File: src/hdl/csl_pkg.sv
// Shared types, codes and per-byte parse function for the crontab line checker.
// Used by csl_parser, csl_out_stage and cron_schedule_line_checker_core.
`timescale 1ns / 1ps

package csl_pkg;

  // Parse phases of one line
  typedef enum logic [2:0] {
    PH_LEAD = 3'd0,
    PH_SKIP = 3'd1,
    PH_STAR = 3'd2,
    PH_NUM1 = 3'd3,
    PH_DASH = 3'd4,
    PH_NUM2 = 3'd5,
    PH_LIST = 3'd6,
    PH_TAIL = 3'd7
  } csl_phase_e;

  // Line verdict codes
  typedef enum logic [2:0] {
    V_VALID    = 3'd0,
    V_COMMENT  = 3'd1,
    V_EOLN     = 3'd2,
    V_UNEXPECT = 3'd3,
    V_BOUND    = 3'd4
  } csl_verdict_e;

  localparam logic [2:0] FieldLast  = 3'd4;
  localparam logic [2:0] FieldTrail = 3'd5;
  localparam logic [6:0] NumSat     = 7'd127;

  localparam logic [7:0] ChNul   = 8'h00;
  localparam logic [7:0] ChTab   = 8'h09;
  localparam logic [7:0] ChLf    = 8'h0a;
  localparam logic [7:0] ChSpace = 8'h20;
  localparam logic [7:0] ChHash  = 8'h23;
  localparam logic [7:0] ChStar  = 8'h2a;
  localparam logic [7:0] ChComma = 8'h2c;
  localparam logic [7:0] ChDash  = 8'h2d;
  localparam logic [7:0] ChZero  = 8'h30;
  localparam logic [7:0] ChNine  = 8'h39;

  typedef struct packed {
    logic [7:0] ch;
    logic       last_in_line;
    logic       new_file;
  } csl_in_t;

  typedef struct packed {
    logic [2:0] verdict;
    logic [2:0] error_field;
    logic       file_has_error;
  } csl_out_t;

  // Per-line parser state
  typedef struct packed {
    logic [2:0]   field_pos;
    csl_phase_e   phase;
    logic [6:0]   num;
    csl_verdict_e verdict;
    logic         decided;
  } csl_state_t;

  function automatic logic [6:0] csl_low_bound(logic [2:0] f);
    logic [6:0] r;
    case (f)
      3'd2, 3'd3: r = 7'd1;
      default:    r = 7'd0;
    endcase
    return r;
  endfunction

  function automatic logic [6:0] csl_high_bound(logic [2:0] f);
    logic [6:0] r;
    case (f)
      3'd0:    r = 7'd59;
      3'd1:    r = 7'd23;
      3'd2:    r = 7'd31;
      3'd3:    r = 7'd12;
      3'd4:    r = 7'd6;
      default: r = 7'd0;
    endcase
    return r;
  endfunction

  // Advance the parser by one byte; a NUL byte stands for end of string
  function automatic csl_state_t csl_take(csl_state_t s, logic [7:0] c);
    csl_state_t  r;
    logic        blank;
    logic        digit;
    logic [10:0] prod;
    logic        bad;
    r     = s;
    blank = (c == ChSpace) || (c == ChTab);
    digit = (c >= ChZero) && (c <= ChNine);
    prod  = {4'd0, s.num} * 11'd10 + {7'd0, c[3:0]};
    bad   = (s.num < csl_low_bound(s.field_pos)) || (s.num > csl_high_bound(s.field_pos));
    case (s.phase)
      PH_LEAD, PH_SKIP, PH_LIST: begin
        if (s.phase != PH_LIST && blank) begin
          r = s;
        end else if (s.phase == PH_LEAD && (c == ChHash || c == ChLf)) begin
          r.verdict = V_COMMENT;
          r.decided = 1'b1;
        end else if (s.phase != PH_LIST && c == ChNul) begin
          r.verdict = V_EOLN;
          r.decided = 1'b1;
        end else if (s.phase != PH_LIST && c == ChStar) begin
          r.phase = PH_STAR;
        end else if (digit) begin
          r.num   = {3'd0, c[3:0]};
          r.phase = PH_NUM1;
        end else begin
          r.verdict = V_UNEXPECT;
          r.decided = 1'b1;
        end
      end
      PH_STAR: begin
        if (blank) begin
          if (s.field_pos >= FieldLast) begin
            r.field_pos = FieldTrail;
            r.phase     = PH_TAIL;
          end else begin
            r.field_pos = s.field_pos + 3'd1;
            r.phase     = PH_SKIP;
          end
        end else begin
          r.verdict = V_UNEXPECT;
          r.decided = 1'b1;
        end
      end
      PH_NUM1, PH_NUM2: begin
        if (digit) begin
          r.num = (prod > {4'd0, NumSat}) ? NumSat : prod[6:0];
        end else if (bad) begin
          r.verdict = V_BOUND;
          r.decided = 1'b1;
        end else if (s.phase == PH_NUM1 && c == ChDash) begin
          r.phase = PH_DASH;
        end else if (blank) begin
          if (s.field_pos >= FieldLast) begin
            r.field_pos = FieldTrail;
            r.phase     = PH_TAIL;
          end else begin
            r.field_pos = s.field_pos + 3'd1;
            r.phase     = PH_SKIP;
          end
        end else if (c == ChNul) begin
          r.verdict = V_EOLN;
          r.decided = 1'b1;
        end else if (c == ChComma) begin
          r.phase = PH_LIST;
        end else begin
          r.verdict = V_UNEXPECT;
          r.decided = 1'b1;
        end
      end
      PH_DASH: begin
        if (digit) begin
          r.num   = {3'd0, c[3:0]};
          r.phase = PH_NUM2;
        end else begin
          r.verdict = V_UNEXPECT;
          r.decided = 1'b1;
        end
      end
      default: begin
        r.verdict = (c == ChNul) ? V_EOLN : V_VALID;
        r.decided = 1'b1;
      end
    endcase
    return r;
  endfunction

endpackage

File: src/hdl/csl_parser.sv
// Line parser: holds per-line state and the sticky file error, consumes one byte per beat.
// Depends on csl_pkg for state types and the per-byte parse function.
`timescale 1ns / 1ps

module csl_parser (
  input  logic              clk_i,
  input  logic              rst_ni,
  input  logic              fire_i,
  input  csl_pkg::csl_in_t  data_i,
  output logic              res_valid_o,
  output csl_pkg::csl_out_t res_o
);
  import csl_pkg::*;

  localparam csl_state_t StateClear = '{
    field_pos: 3'd0, phase: PH_LEAD, num: 7'd0, verdict: V_VALID, decided: 1'b0
  };

  csl_state_t state_q, state_d;
  csl_state_t st_a, st_b;
  logic       sticky_q, sticky_d;
  logic       sticky_base;
  logic       err_now;

  // Run the byte, then the end-of-string mark on the final byte
  always_comb begin
    st_a        = state_q.decided ? state_q : csl_take(state_q, data_i.ch);
    st_b        = (!st_a.decided && data_i.last_in_line) ? csl_take(st_a, ChNul) : st_a;
    sticky_base = data_i.new_file ? 1'b0 : sticky_q;
    err_now     = st_b.decided && !state_q.decided && (st_b.verdict >= V_EOLN);
    sticky_d    = sticky_base | err_now;
    state_d     = data_i.last_in_line ? StateClear : st_b;
  end

  // Build the result beat for the final byte
  always_comb begin
    res_valid_o          = fire_i && data_i.last_in_line;
    res_o.verdict        = st_b.verdict;
    res_o.error_field    = (st_b.verdict >= V_EOLN) ? st_b.field_pos : 3'd0;
    res_o.file_has_error = sticky_d;
  end

  // Advance state on each consumed beat
  always_ff @(posedge clk_i or negedge rst_ni) begin
    if (!rst_ni) begin
      state_q  <= StateClear;
      sticky_q <= 1'b0;
    end else if (fire_i) begin
      state_q  <= state_d;
      sticky_q <= sticky_d;
    end
  end

  a_line_clears: assert property (@(posedge clk_i) disable iff (!rst_ni)
    fire_i && data_i.last_in_line |=> !state_q.decided && state_q.phase == PH_LEAD)
    else $error("line state not cleared after final byte");

  a_undecided_verdict: assert property (@(posedge clk_i) disable iff (!rst_ni)
    !state_q.decided |-> state_q.verdict == V_VALID)
    else $error("verdict set on undecided line");

  a_error_sticks: assert property (@(posedge clk_i) disable iff (!rst_ni)
    fire_i && err_now |=> sticky_q)
    else $error("sticky error lost");

endmodule

File: src/hdl/csl_out_stage.sv
// Result register: holds one verdict beat until the receiver takes it.
// Depends on csl_pkg for the result struct.
`timescale 1ns / 1ps

module csl_out_stage (
  input  logic              clk_i,
  input  logic              rst_ni,
  input  logic              load_i,
  input  csl_pkg::csl_out_t data_i,
  output logic              ready_o,
  output logic              valid_o,
  input  logic              stall_i,
  output csl_pkg::csl_out_t data_o
);
  import csl_pkg::*;

  logic     valid_q, valid_d;
  csl_out_t data_q;

  // Free when empty or draining this cycle
  assign ready_o = !valid_q || !stall_i;

  always_comb begin
    valid_d = valid_q;
    if (load_i) begin
      valid_d = 1'b1;
    end else if (valid_q && !stall_i) begin
      valid_d = 1'b0;
    end
  end

  always_ff @(posedge clk_i or negedge rst_ni) begin
    if (!rst_ni) begin
      valid_q <= 1'b0;
    end else begin
      valid_q <= valid_d;
    end
  end

  // Capture payload on load
  always_ff @(posedge clk_i) begin
    if (load_i) begin
      data_q <= data_i;
    end
  end

  assign valid_o = valid_q;
  assign data_o  = data_q;

endmodule

File: src/hdl/cron_schedule_line_checker_core.sv
// Crontab schedule line checker: top level with input register, parser and result register.
// Depends on csl_pkg, csl_parser and csl_out_stage.
`timescale 1ns / 1ps
//
// Usage:
//   Input channel (in_valid_i / in_stall_o / in_data_i) carries one line byte per
//   beat with its last_in_line and new_file flags. Output channel (out_valid_o /
//   out_stall_i / out_data_o) carries one verdict beat per line, produced by the
//   beat marked last_in_line; other bytes produce nothing.
//   Path: a byte accepted into the input register is parsed from there; the edge
//   that moves a final byte into the parser state also loads its verdict into the
//   result register, which raises out_valid_o for the receiver to take.
//   Throughput: one byte per cycle while in_stall_o is low; the per-line parser state
//   is updated by combinational byte logic between the input and state registers.
//   Stall: while a verdict is held in the result register with out_stall_i high
//   and the next final byte sits in the input register, in_stall_o rises;
//   ordinary bytes keep flowing while a verdict waits.
//   Reset: clears the line state, the sticky file error and both valid flags.
//

module cron_schedule_line_checker_core (
  input  logic              clk_i,
  input  logic              rst_ni,
  input  logic              in_valid_i,
  output logic              in_stall_o,
  input  csl_pkg::csl_in_t  in_data_i,
  output logic              out_valid_o,
  input  logic              out_stall_i,
  output csl_pkg::csl_out_t out_data_o
);
  import csl_pkg::*;

  logic     s1_valid_q, s1_valid_d;
  csl_in_t  s1_data_q;
  logic     advance;
  logic     in_fire;
  logic     out_ready;
  logic     res_valid;
  csl_out_t res_data;

  // Move the held byte on unless its verdict has nowhere to go
  assign advance    = s1_valid_q && (!s1_data_q.last_in_line || out_ready);
  assign in_stall_o = s1_valid_q && !advance;
  assign in_fire    = in_valid_i && !in_stall_o;

  always_comb begin
    s1_valid_d = s1_valid_q;
    if (in_fire) begin
      s1_valid_d = 1'b1;
    end else if (advance) begin
      s1_valid_d = 1'b0;
    end
  end

  always_ff @(posedge clk_i or negedge rst_ni) begin
    if (!rst_ni) begin
      s1_valid_q <= 1'b0;
    end else begin
      s1_valid_q <= s1_valid_d;
    end
  end

  // Capture the byte beat
  always_ff @(posedge clk_i) begin
    if (in_fire) begin
      s1_data_q <= in_data_i;
    end
  end

  csl_parser u_parser (
    .clk_i       (clk_i),
    .rst_ni      (rst_ni),
    .fire_i      (advance),
    .data_i      (s1_data_q),
    .res_valid_o (res_valid),
    .res_o       (res_data)
  );

  csl_out_stage u_out (
    .clk_i   (clk_i),
    .rst_ni  (rst_ni),
    .load_i  (res_valid),
    .data_i  (res_data),
    .ready_o (out_ready),
    .valid_o (out_valid_o),
    .stall_i (out_stall_i),
    .data_o  (out_data_o)
  );

  a_no_overwrite: assert property (@(posedge clk_i) disable iff (!rst_ni)
    res_valid |-> out_ready)
    else $error("verdict loaded over an unread result");

endmodule
File: config.mk
export PLATFORM = sky130hd
export DESIGN_NAME = cron_schedule_line_checker_core
export DESIGN_NICKNAME = d
export VERILOG_FILES = /design/src/hdl/csl_pkg.sv /design/src/hdl/csl_parser.sv /design/src/hdl/csl_out_stage.sv /design/src/hdl/cron_schedule_line_checker_core.sv
export SDC_FILE = /design/constraint.sdc
export NUM_CORES = 1
export LEC_CHECK = 0
export BUFFER_PORTS_ARGS = -buffer_cell sky130_fd_sc_hd__buf_2
export CAP_MARGIN = 10
export CORE_AREA = 5 5 109 91
export DETAILED_ROUTE_END_ITERATION = 10
export DIE_AREA = 0 0 114 96
export MAX_ROUTING_LAYER = met4
export PLACE_DENSITY = 0.62
export SLEW_MARGIN = 20
export SYNTH_ARGS = -nofsm -noshare
export SYNTH_HDL_FRONTEND = slang
export SYNTH_SLANG_ARGS = --single-unit
File: constraint.sdc
create_clock -name clk_i -period 5.72 [get_ports clk_i]
set_clock_uncertainty 0.2 [all_clocks]
set_input_delay 0 -clock clk_i [delete_from_list [all_inputs] [get_ports clk_i]]
set_output_delay 0 -clock clk_i [all_outputs]
set_load 0.02 [all_outputs]
After elaboration in Yosys (flattened, before gate mapping)
Index checks and enable logic that the tools add are counted.
Widths: inputs -> output; s select.

word-level totals
  register bits after elaboration = 37
  output and inout port bits = 9
  input port bits = 14

operators by class
  add/subtract/negate cells = 2
  reductions and logical operators = 41
  bitwise operators = 1
  muxes and demuxes = 50
  multipliers = 1
  $lt $le $gt $ge = 9
  eq/ne operators = 29

operators by type and width
  operator             number
  $pmux 6 s5           2
  $mux 4               13
  $eq 8x6->1 const B   5
  $mux 10              4
  $mux 17              2
  $eq 3x2->1 const B   8
  $eq 3x3->1 const B   8
  $mux 6               4
  $mux 3               7
  $pmux 7 s3           1
  $eq 8x4->1 const B   2
  $pmux 4 s4           1
  $gt 7x6->1           2
  $logic_and 1x1->1    14
  $lt 7x1->1           2
  $mux 14              1
  $mux 7               2
  $eq 3x1->1 const B   4
  $logic_not 3->1      4
  $pmux 3 s4           1
  $pmux 4 s3           1
  $add 11x4->11        1
  $gt 11x7->1 const B  1
  $mux 11              1
  other kinds (17)     42

Longest topological paths before layout
Gate-level depths: netlist of run 1.

  depth in word-level cells = 20
  mapped depth = 26

Hierarchy
A second synthesis of run 1 with hierarchy kept.

second synthesis, totals
  cells, all modules = 375
  area, all modules = 3373.2 um^2

by module, submodules not included
  module                           area an instance (um^2)  cells an instance  instances
  csl_parser                       2753.9                   348                1
  cron_schedule_line_checker_core  372.9                    17                 1
  csl_out_stage                    246.5                    10                 1

Worst setup path before layout of run 1
No wires, ideal clock.

  path type = reg-to-reg
  start = register u_parser.state_q[14] (netlist bit)
  end = register u_out.data_q, in the netlist u_out.data_o[6], data pin
  buffers on the path = 1
  cell stages (with the launch flop) = 27
  path slack = 858 ps
  setup time = 257 ps
  data arrival time = 4405 ps
  period minus slack after synthesis = 4862 ps
  path through = dfrtp_1 -> inv_1 -> ha_1 -> nor2_1 -> nand2_1 -> o21ai_0 -> o22a_1 -> ha_1 -> nand4b_1 -> o2bb2ai_1 -> and3_1 -> clkbuf_1 -> nand2_1 -> a21oi_4 -> mux2i_1 -> and2_1 -> nor2_1 -> ha_1 -> nor2b_1 -> o21a_1 -> o21a_1 -> o21ai_0 -> nand2b_1 -> a21oi_1 -> o21a_1 -> o41ai_2 -> a32o_1

RTL lines
  what                    line                 source
  start, declared         csl_parser.sv:19     csl_state_t state_q, state_d;
  start signal, assigned  csl_parser.sv:46     state_q <= StateClear;
  start signal, assigned  csl_parser.sv:49     state_q <= state_d;
  end signal, assigned    csl_out_stage.sv:43  data_q <= data_i;
  end, declared           csl_out_stage.sv:18  csl_out_t data_q;

==> impl_metrics.env, run 1 <==
export IMPL_status="finished, final reports clean"
export IMPL_cp_required_ns=5.58
export IMPL_cts_setup_buffers=0
export IMPL_hp_class="in -> reg"
export IMPL_tightest_slew_ns=0.8595
export IMPL_core_area_um2=8727
export IMPL_p_per_area_nw_per_um2=223.7
export IMPL_synth_seq_cells=37
export IMPL_clock_fmax_mhz=187.9
export IMPL_antenna_found_initial=0
export IMPL_setup_violations=0
export IMPL_cts_tree="built"
export IMPL_worstSetupStartpointType="register"
export IMPL_synthFlopType="dfrtp_1"
export IMPL_dr_first_iter_drc_count=189
export IMPL_gp_congestion=0.9449
export IMPL_drive_above_1_share_pct=10.53
export IMPL_synth_edf_count=17
export IMPL_die_area_um2=10940
export IMPL_cts_htree_levels=2
export IMPL_routed_wl_mm=9.400
export IMPL_portBuffers=22
export IMPL_dp_hpwl_mm=6.881
export IMPL_std_cell_rows=31
export IMPL_dp_cells=528
export IMPL_cp_max_fo=7
export IMPL_ctsLongestPathBuffers=2
export IMPL_synth_distinct_cells=66
export IMPL_maxSlewHeadroom_pct=42.49
export IMPL_instances_no_fill=552
export IMPL_path_class="reg -> reg"
export IMPL_rsz0062_at_grt="false"
export IMPL_syn_instance_count=402
export IMPL_grt_pass1_vias=3146
export IMPL_yosys_top_cells_area="edfxtp_1, dfrtp_1, ha_1"
export IMPL_clock_sinks=37
export IMPL_netlist_area_um2=3363
export IMPL_fill_cells=871
export IMPL_synth_top_cell_area_share_pct=15.18
export IMPL_overflow=0
export IMPL_dr_pass1_iters=5
export IMPL_grt_pass1_wl_mm=15.61
export IMPL_power_leakage_uw=0.001700
export IMPL_fp_dieW_um=114
export IMPL_timing_final_crit_share_pct=93.04
export IMPL_yosys_warnings=0
export IMPL_floorplan_initialDensity_pct=38.54
export IMPL_cts_buffers_inserted=5
export IMPL_cts_root_buffer="clkbuf_8"
export IMPL_area_growth_pct=16.07
export IMPL_drv_slew=0
export IMPL_multi_input_area_um2=2243
export IMPL_path_clk_slew_ns=0.09
export IMPL_vias=3337
export IMPL_insertion_delay_ns=0.30
export IMPL_grt_max_degree=25
export IMPL_period_needed_ns=5.322
export IMPL_setup_tns_ns=0
export IMPL_die_h_um=96
export IMPL_regArea_um2=1011
export IMPL_fin_nets=482
export IMPL_avgSynthCellArea_um2=8.366
export IMPL_hold_violations=0
export IMPL_antenna_left=0
export IMPL_yosys_area_top_type="edfxtp_1"
export IMPL_antenna_cells=0
export IMPL_avgRoutedWirePerCell_um=17.03
export IMPL_vias_per_cell=6.045
export IMPL_irDropWorstVdd_uv=161.8
export IMPL_drv_cap=0
export IMPL_grt_use_total_pct=18.26
export IMPL_drc=0
export IMPL_ios=23
export IMPL_syn_nets=448
export IMPL_cp_data_arrival_time_ns=5.18
export IMPL_yosysSeqAreaShare_pct=30.06
export IMPL_synthArstFlopShare_pct=54.05
export IMPL_end_kind="register"
==> metal layers <==
layer | GRT usage, % | wire length, µm | vias to the layer above
li1 | - | - | 1590
met1 | 23.71 | 4248 | 1575
met2 | 29.43 | 4365 | 145
met3 | 2.388 | 531 | 27
met4 | 6.627 | 255 | 0
met5 | - | 0 | -
==> stage by stage <==
step	hold WS, ns	setup WS (ns)	cell area (µm²)	power [µW]	util, %
after CTS	0.1931	0.3744	3886	872.1	44.53
after detailed placement	-0.2067	0.3826	3588	578.3	41.12
after global placement	-0.2121	0.6250	3588	575.2	41.12
final	0.1942	0.3982	3904	873.2	44.73
after floorplan	-0.4956	0.8579	3363	510.8	-
after global routing	0.2005	0.02099	3904	918.4	44.73
==> Yosys cell counts (4+ instances only) <==
cell	n
o22ai_1	5
a21o_1	8
clkbuf_1	14
nor3_1	9
nand2_1	43
a22oi_1	5
inv_1	14
o21ai_0	30
a22o_1	5
nand2b_1	5
xnor2_1	6
edfxtp_1	17
nand3b_1	5
ha_1	30
a31oi_1	10
nor2b_1	10
and3_1	4
and2_1	6
a21oi_1	22
dfrtp_1	20
nand4_1	6
a211oi_1	4
nor2_1	37
mux2i_1	4
o21a_1	6
nand3_1	12
nor4_1	6
==> final cells by class <==
| cell class | count | share of cell area (%) |
|---|---|---|
| multi-input combinational | 334 | 57.47 |
| sequential | 37 | 25.90 |
| timing repair buffer | 44 | 8.077 |
| tap | 115 | 3.686 |
| clock buffer | 5 | 1.763 |
| clock inverter | 3 | 1.763 |
| inverter | 14 | 1.346 |
==> logic make-up after synthesis <==
kind of cell | Yosys count | synth area share (%)
buffers and inverters | 31 | 3.757
AND/OR/NAND/NOR | 158 | 23.74
XOR/XNOR | 8 | 2.083
multiplexers | 5 | 1.637
adder cells (fa/ha/maj) | 32 | 12.35
AO/OA/AOI/OAI | 131 | 26.38
flip-flops | 37 | 30.06
==> flip-flops by register name (all words and copies together), names as in the netlist <==
signal	count
u_parser.state_q	17
s1_data_q	10
u_out.data_o	7
s1_valid_q	1
u_out.valid_o	1
u_parser.sticky_q	1
==> cells in the final DEF (no fill, tap or decap), drive strengths merged, types with 8 or more instances in the layout <==
cell	netlist	routed
nand2	43	43
nor2	37	37
o21ai	32	32
ha	30	30
buf	3	28
a21oi	23	23
dfrtp	20	20
edfxtp	17	17
dlygate4sd3	0	16
inv	14	15
nand3	12	12
nor2b	10	10
a31oi	10	10
nor3	9	9
a21o	8	8
==> worst paths after layout <==
check                                             to                  from  slack (ns)  cells after the start
worst min-delay path                    s1_data_q[6]          in_data_i[6]        0.19                      2
worst min register to register     u_parser.sticky_q     u_parser.sticky_q        0.29                      2
worst max-delay path                 u_out.data_o[6]  u_parser.state_q[14]        0.40                     23
min in group asynchronous       u_parser.state_q[16]                rst_ni        0.45                      3
worst max register to register       u_out.data_o[6]  u_parser.state_q[14]        0.40                     23
max in group asynchronous       u_parser.state_q[15]                rst_ni        3.66                      4
==> worst max-delay path: stages, from the launching register on <==
cell and delay [ns]:
dfrtp_1 0.46, inv_1 0.14, ha_1 0.26, nor3_1 0.06
or2_2 0.30, ha_1 0.32, nand4b_1 0.12, o2bb2ai_1 0.19
and3_2 0.28, nand2_1 0.16, a21oi_4 0.30, mux2i_2 0.34
and2_1 0.22, nor2_1 0.06, ha_1 0.28, nor2b_1 0.13
o21a_1 0.16, o21a_1 0.16, o21ai_0 0.15, nand2b_1 0.08
a21oi_1 0.14, o21a_1 0.17, o41ai_2 0.10, a32o_1 0.28
==> report_power, final <==
part	total [µW]	leakage, µW	switching [µW]	internal [µW]
logic	237	0.00120	142	95.1
clock network	286	0.0000687	110	176
registers	351	0.000433	42.8	308
==> timing repair <==
item,CTS,global route
setup endpoints to repair,0,1
hold buffers,16,0
hold endpoints to repair,32,0
gates resized for setup,0,4
Power figures use the tool's default switching activity.
==> inputs of run 2 (changes only) <==
--- a/config.mk
+++ b/config.mk
@@ -10,7 +10,6 @@
 export CORE_AREA = 5 5 109 91
 export DETAILED_ROUTE_END_ITERATION = 10
 export DIE_AREA = 0 0 114 96
-export MAX_ROUTING_LAYER = met4
 export PLACE_DENSITY = 0.62
 export SLEW_MARGIN = 20
 export SYNTH_ARGS = -nofsm -noshare
==> impl_metrics.env, run 2 (synthesis gave the netlist of run 1 again) <==
export IMPL_core_area_um2=8727
export IMPL_irDropWorstVdd_uv=162.2
export IMPL_avgRoutedWirePerCell_um=17.02
export IMPL_hold_violations=0
export IMPL_timing_final_crit_share_pct=92.95
export IMPL_p_per_area_nw_per_um2=223.4
export IMPL_final_common_cell="nand2_1"
export IMPL_period_needed_ns=5.317
export IMPL_combPwrFrac_pct=27.2
export IMPL_overflow=0
export IMPL_largest_reg_flops=17
export IMPL_fin_nets=482
export IMPL_cts_htree_levels=2
export IMPL_ctsLongestPathBuffers=2
export IMPL_fp_dieW_um=114
export IMPL_clock_fmax_mhz=188.1
export IMPL_cpPeakStageDelay_ns=0.46
export IMPL_crit_family="compound AO/OA/AOI/OAI gates"
export IMPL_die_h_um=96
export IMPL_dp_hpwl_mm=6.881
export IMPL_top_register="u_parser.state_q"
export IMPL_swShare_pct=33.61
export IMPL_power_leakage_uw=0.001700
export IMPL_instances_no_fill=552
export IMPL_grt_use_total_pct=17.73
export IMPL_antenna_found_initial=0
export IMPL_power_switching_uw=293.1
export IMPL_crit_buf_inv=1
export IMPL_hp_start="in_data_i[6]"
export IMPL_r2r_start="u_parser.state_q[14]"
export IMPL_reg2reg_setup_slack_ns=0.40
export IMPL_final_cell_mix="nand2_1, nor2_1, o21ai_0, ha_1"
export IMPL_regToRegEndpoint="u_out.data_o[6]"
export IMPL_drc=0
export IMPL_cp_data_arrival_time_ns=5.18
export IMPL_ios=23
export IMPL_power_frac_seq_pct=40.2
export IMPL_drv_cap=0
export IMPL_final_util_pct=44.73
export IMPL_gp_congestion=0.9284
export IMPL_antenna_cells=0
export IMPL_routed_wl_mm=9.396
export IMPL_tightest_slew_ns=0.8672
export IMPL_cts_tree="built"
export IMPL_hp_class="in -> reg"
export IMPL_cts_root_buffer="clkbuf_8"
export IMPL_dr_pass1_iters=5
export IMPL_ff2ff_path_depth=25
export IMPL_clock_sinks=37
export IMPL_drive_above_1_share_pct=10.53
export IMPL_insertion_delay_ns=0.30
export IMPL_end_kind="register"
export IMPL_vias_per_cell=5.996
export IMPL_dp_cells=528
export IMPL_grt_max_degree=25
export IMPL_die_area_um2=10940
export IMPL_std_cell_rows=31
export IMPL_grt_pass1_vias=3147
export IMPL_status="finished, final reports clean"
export IMPL_vias=3310
export IMPL_rsz0062_at_grt="false"
export IMPL_pwr_share_clk_pct=32.6
export IMPL_slowest_stage="dfrtp_1"
export IMPL_path_class="reg -> reg"
export IMPL_drv_slew=0
export IMPL_setup_tns_ns=0
export IMPL_cp_required_ns=5.58
export IMPL_floorplan_initialDensity_pct=38.54
export IMPL_cts_buffers_inserted=5
export IMPL_portBuffers=22
export IMPL_antenna_left=0
export IMPL_area_growth_pct=16.07
export IMPL_path_clk_slew_ns=0.08
export IMPL_cp_max_fo=7
export IMPL_setup_violations=0
export IMPL_maxSlewHeadroom_pct=41.97
export IMPL_min_path_cells=2
export IMPL_dr_first_iter_drc_count=213
export IMPL_grt_pass1_wl_mm=15.61
export IMPL_holdPathEnd="s1_data_q[6]"
export IMPL_worstSetupStartpointType="register"
export IMPL_p_int_uw=578.9
run 2: metal layers:
metal	share of wire (%)	track usage, %	vias up
met5	0	0	-
met4	2.7	6.627	0
met3	4.9	2.388	28
met2	46	29.39	130
met1	47	23.71	1558
li1	-	-	1594
run 2: worst max-delay path by stage:
stage	startpoint	to	slack [ns]	cells past startpoint
6_report	u_parser.state_q[14]	u_out.data_o[6]	0.40	25
5_1_grt	u_parser.state_q[14]	u_out.data_o[6]	0.02	25
2_1_floorplan	u_parser.state_q[14]	u_out.data_o[6]	0.86	26
4_1_cts	u_parser.state_q[14]	u_out.data_o[6]	0.37	25
3_3_place_gp	u_parser.state_q[14]	u_out.data_o[6]	0.63	25
3_5_place_dp	u_parser.state_q[14]	u_out.data_o[6]	0.38	25
run 2: cell type report:
type | count | area [µm²]
multi-input cells | 334 | 2243
well taps | 115 | 143.9
inverters | 14 | 52.55
clock buffers | 5 | 68.82
fillers | 871 | 4823
flip-flops and latches | 37 | 1011
clock inverters | 3 | 68.82
repair buffers | 44 | 315.3
run 2: stage by stage:
stage / total power, µW / hold slack [ns] / instance area, µm² / setup slack, ns
after floorplan: 510.8 / -0.4956 / 3363 / 0.8579
after global placement: 575.2 / -0.2121 / 3588 / 0.6250
after detailed placement: 578.3 / -0.2067 / 3588 / 0.3826
after CTS: 872.1 / 0.1931 / 3886 / 0.3744
after global routing: 918.4 / 0.2005 / 3904 / 0.02099
final: 872.0 / 0.1953 / 3904 / 0.4030
run 2: power groups by stage:
stage / logic, µW / clock network (µW) / registers (µW)
2_1_floorplan: 171 / 0 / 340
3_3_place_gp: 221 / 0 / 354
3_5_place_dp: 223 / 0 / 356
4_1_cts: 234 / 289 / 349
5_1_grt: 264 / 300 / 355
6_report: 237 / 284 / 351
run 2: timing repair:
| action | 4_1_cts | 5_1_grt |
|---|---|---|
| setup endpoints to repair | 0 | 1 |
| resized for setup | 0 | 4 |
| buffers inserted | 0 | 0 |
| hold endpoints to repair | 32 | 0 |
| hold buffers | 16 | 0 |
==> inputs of run 3 (changes only) <==
--- a/config.mk
+++ b/config.mk
@@ -5,7 +5,7 @@
 export SDC_FILE = /design/constraint.sdc
 export NUM_CORES = 1
 export LEC_CHECK = 0
-export BUFFER_PORTS_ARGS = -buffer_cell sky130_fd_sc_hd__buf_2
+export BUFFER_PORTS_ARGS = -buffer_cell sky130_fd_sc_hd__buf_4
 export CAP_MARGIN = 10
 export CORE_AREA = 5 5 109 91
 export DETAILED_ROUTE_END_ITERATION = 10
==> impl_metrics.env, run 3 (synthesis gave the netlist of run 1 again) <==
export IMPL_largest_reg_flops=17
export IMPL_avgRoutedWirePerCell_um=16.44
export IMPL_vias=3200
export IMPL_ff2ff_path_depth=25
export IMPL_grt_pass1_vias=3109
export IMPL_ios=23
export IMPL_crit_family="compound AO/OA/AOI/OAI gates"
export IMPL_drc=0
export IMPL_regArea_um2=1011
export IMPL_grt_pass1_wl_mm=15.49
export IMPL_regToRegEndpoint="u_out.data_o[6]"
export IMPL_antenna_found_initial=0
export IMPL_drive_above_1_share_pct=10.78
export IMPL_vias_per_cell=5.808
export IMPL_routed_wl_mm=9.056
export IMPL_gp_congestion=0.8933
export IMPL_slowest_stage="dfrtp_1"
export IMPL_ctsLongestPathBuffers=2
export IMPL_drv_cap=0
export IMPL_hp_class="in -> async"
export IMPL_power_total_uw=786.2
export IMPL_dr_first_iter_drc_count=225
export IMPL_timing_final_ws_setup_ns=0.4560
export IMPL_cts_buffers_inserted=5
export IMPL_end_kind="register"
export IMPL_floorplan_initialDensity_pct=38.54
export IMPL_insertion_delay_ns=0.30
export IMPL_period_needed_ns=5.264
export IMPL_cpPeakStageDelay_ns=0.45
export IMPL_dr_pass1_iters=4
export IMPL_cts_root_buffer="clkbuf_8"
export IMPL_timing_final_crit_share_pct=92.03
export IMPL_post_place_ws_ns=0.4282
export IMPL_fill_cells=849
export IMPL_path_class="reg -> reg"
export IMPL_die_area_um2=10940
export IMPL_drv_slew=0
export IMPL_fin_nets=481
export IMPL_std_cell_rows=31
export IMPL_die_h_um=96
export IMPL_status="finished, final reports clean"
export IMPL_final_common_cell="nand2_1"
export IMPL_grt_use_total_pct=17.44
export IMPL_setup_tns_ns=0
export IMPL_cp_max_fo=7
export IMPL_p_per_area_nw_per_um2=202.2
export IMPL_cp_data_arrival_time_ns=5.12
export IMPL_dp_hpwl_mm=6.784
export IMPL_r2r_start="u_parser.state_q[14]"
export IMPL_antenna_cells=0
export IMPL_core_area_um2=8727
export IMPL_final_cell_mix="nand2_1, nor2_1, o21ai_0, ha_1, buf_4"
export IMPL_maxSlewHeadroom_pct=42.14
export IMPL_reg2reg_setup_slack_ns=0.46
export IMPL_cts_htree_levels=2
export IMPL_tightest_slew_ns=0.8647
export IMPL_irDropWorstVdd_uv=137.4
export IMPL_worstSetupStartpointType="register"
export IMPL_fp_dieW_um=114
export IMPL_cts_tree="built"
export IMPL_cp_required_ns=5.57
export IMPL_clock_fmax_mhz=190.0
export IMPL_overflow=0
export IMPL_setup_violations=0
export IMPL_hold_violations=0
export IMPL_rsz0062_at_grt="false"
export IMPL_crit_buf_inv=1
export IMPL_path_clk_slew_ns=0.09
export IMPL_area_growth_pct=15.59
export IMPL_antenna_left=0
export IMPL_power_leakage_uw=0.001687
export IMPL_portBuffers=22
export IMPL_multi_input_area_um2=2235
export IMPL_clock_sinks=37
export IMPL_grt_max_degree=25
export IMPL_top_register="u_parser.state_q"
==> run 3: cell count changes in the layout (fill, tap and decap cells not counted) <==
| cell | before | now |
|---|---|---|
| dlygate4sd3_1 | 16 | 14 |
| buf_2 | 22 | 1 |
| clkinvlp_4 | 0 | 1 |
| bufinv_16 | 2 | 0 |
| mux2i_4 | 1 | 0 |
| mux2i_2 | 1 | 2 |
| buf_4 | 6 | 28 |
| clkinv_2 | 0 | 1 |
==> run 3: area by class of cell <==
cell class | count | share of cell area, %
Sequential cell | 37 | 26.01
Clock inverter | 3 | 0.5472
Tap cell | 115 | 3.701
Multi-Input combinational cell | 334 | 57.48
Inverter | 14 | 1.352
Timing Repair Buffer | 43 | 9.141
Clock buffer | 5 | 1.770
==> run 3: worst max-delay path by stage <==
stage	from	end	cells past startpoint
floorplan	u_parser.state_q[14]	u_out.data_o[6]	26
global placement	u_parser.state_q[14]	u_out.data_o[6]	25
detailed placement	u_parser.state_q[14]	u_out.data_o[6]	25
CTS	u_parser.state_q[14]	u_out.data_o[6]	25
global route	u_parser.state_q[14]	u_out.data_o[6]	25
finish	u_parser.state_q[14]	u_out.data_o[6]	25
==> run 3: power breakdown <==
| part | switching (µW) | internal [µW] |
|---|---|---|
| Clock | 109 | 86.6 |
| Combinational | 139 | 100 |
| Sequential | 43.1 | 308 |
==> run 3: timing repair <==
item,4_1_cts,5_1_grt
hold buffers,15,0
resized for setup,0,3
endpoints found under the hold margin,32,0
endpoints found under the setup margin,0,1
setup buffers,0,0
==> run 3: worst reg2reg max path, cell delays in order, from the launching register on <==
cell and delay (ns):
dfrtp_1 0.45, inv_1 0.14, ha_1 0.22, nor2_1 0.07, nand2_1 0.05, o21ai_0 0.11, o22a_1 0.22, ha_1 0.27
nand4b_1 0.10, o2bb2ai_1 0.19, and3_2 0.28, nand2_1 0.16, a21oi_4 0.29, mux2i_2 0.35, and2_1 0.23, nor2_1 0.07
ha_1 0.28, nor2b_1 0.13, o21a_1 0.16, o21a_1 0.16, o21ai_0 0.14, nand2b_1 0.07, a21oi_1 0.15, o21a_1 0.15
o41ai_2 0.10, a32o_1 0.29
==> run 3: per-stage QoR <==
step	area (µm²)	util [%]	hold WS (ns)	instances
after floorplan	3363	-	-0.4956	402
after global placement	3643	41.75	-0.2968	528
final	3887	44.54	0.09239	551
after global routing	3887	44.54	0.1417	551
after CTS	3884	44.50	0.2038	551
after detailed placement	3643	41.75	-0.2944	528
==> run 3: layer usage <==
metal  vias to the layer above  global-route usage, %  wire, µm
li1                       1580                      -         -
met1                      1529                  24.02      4362
met2                        77                  29.48      4162
met3                        14                  2.388       406
met4                         0                  3.462       125
met5                         -                      0         0
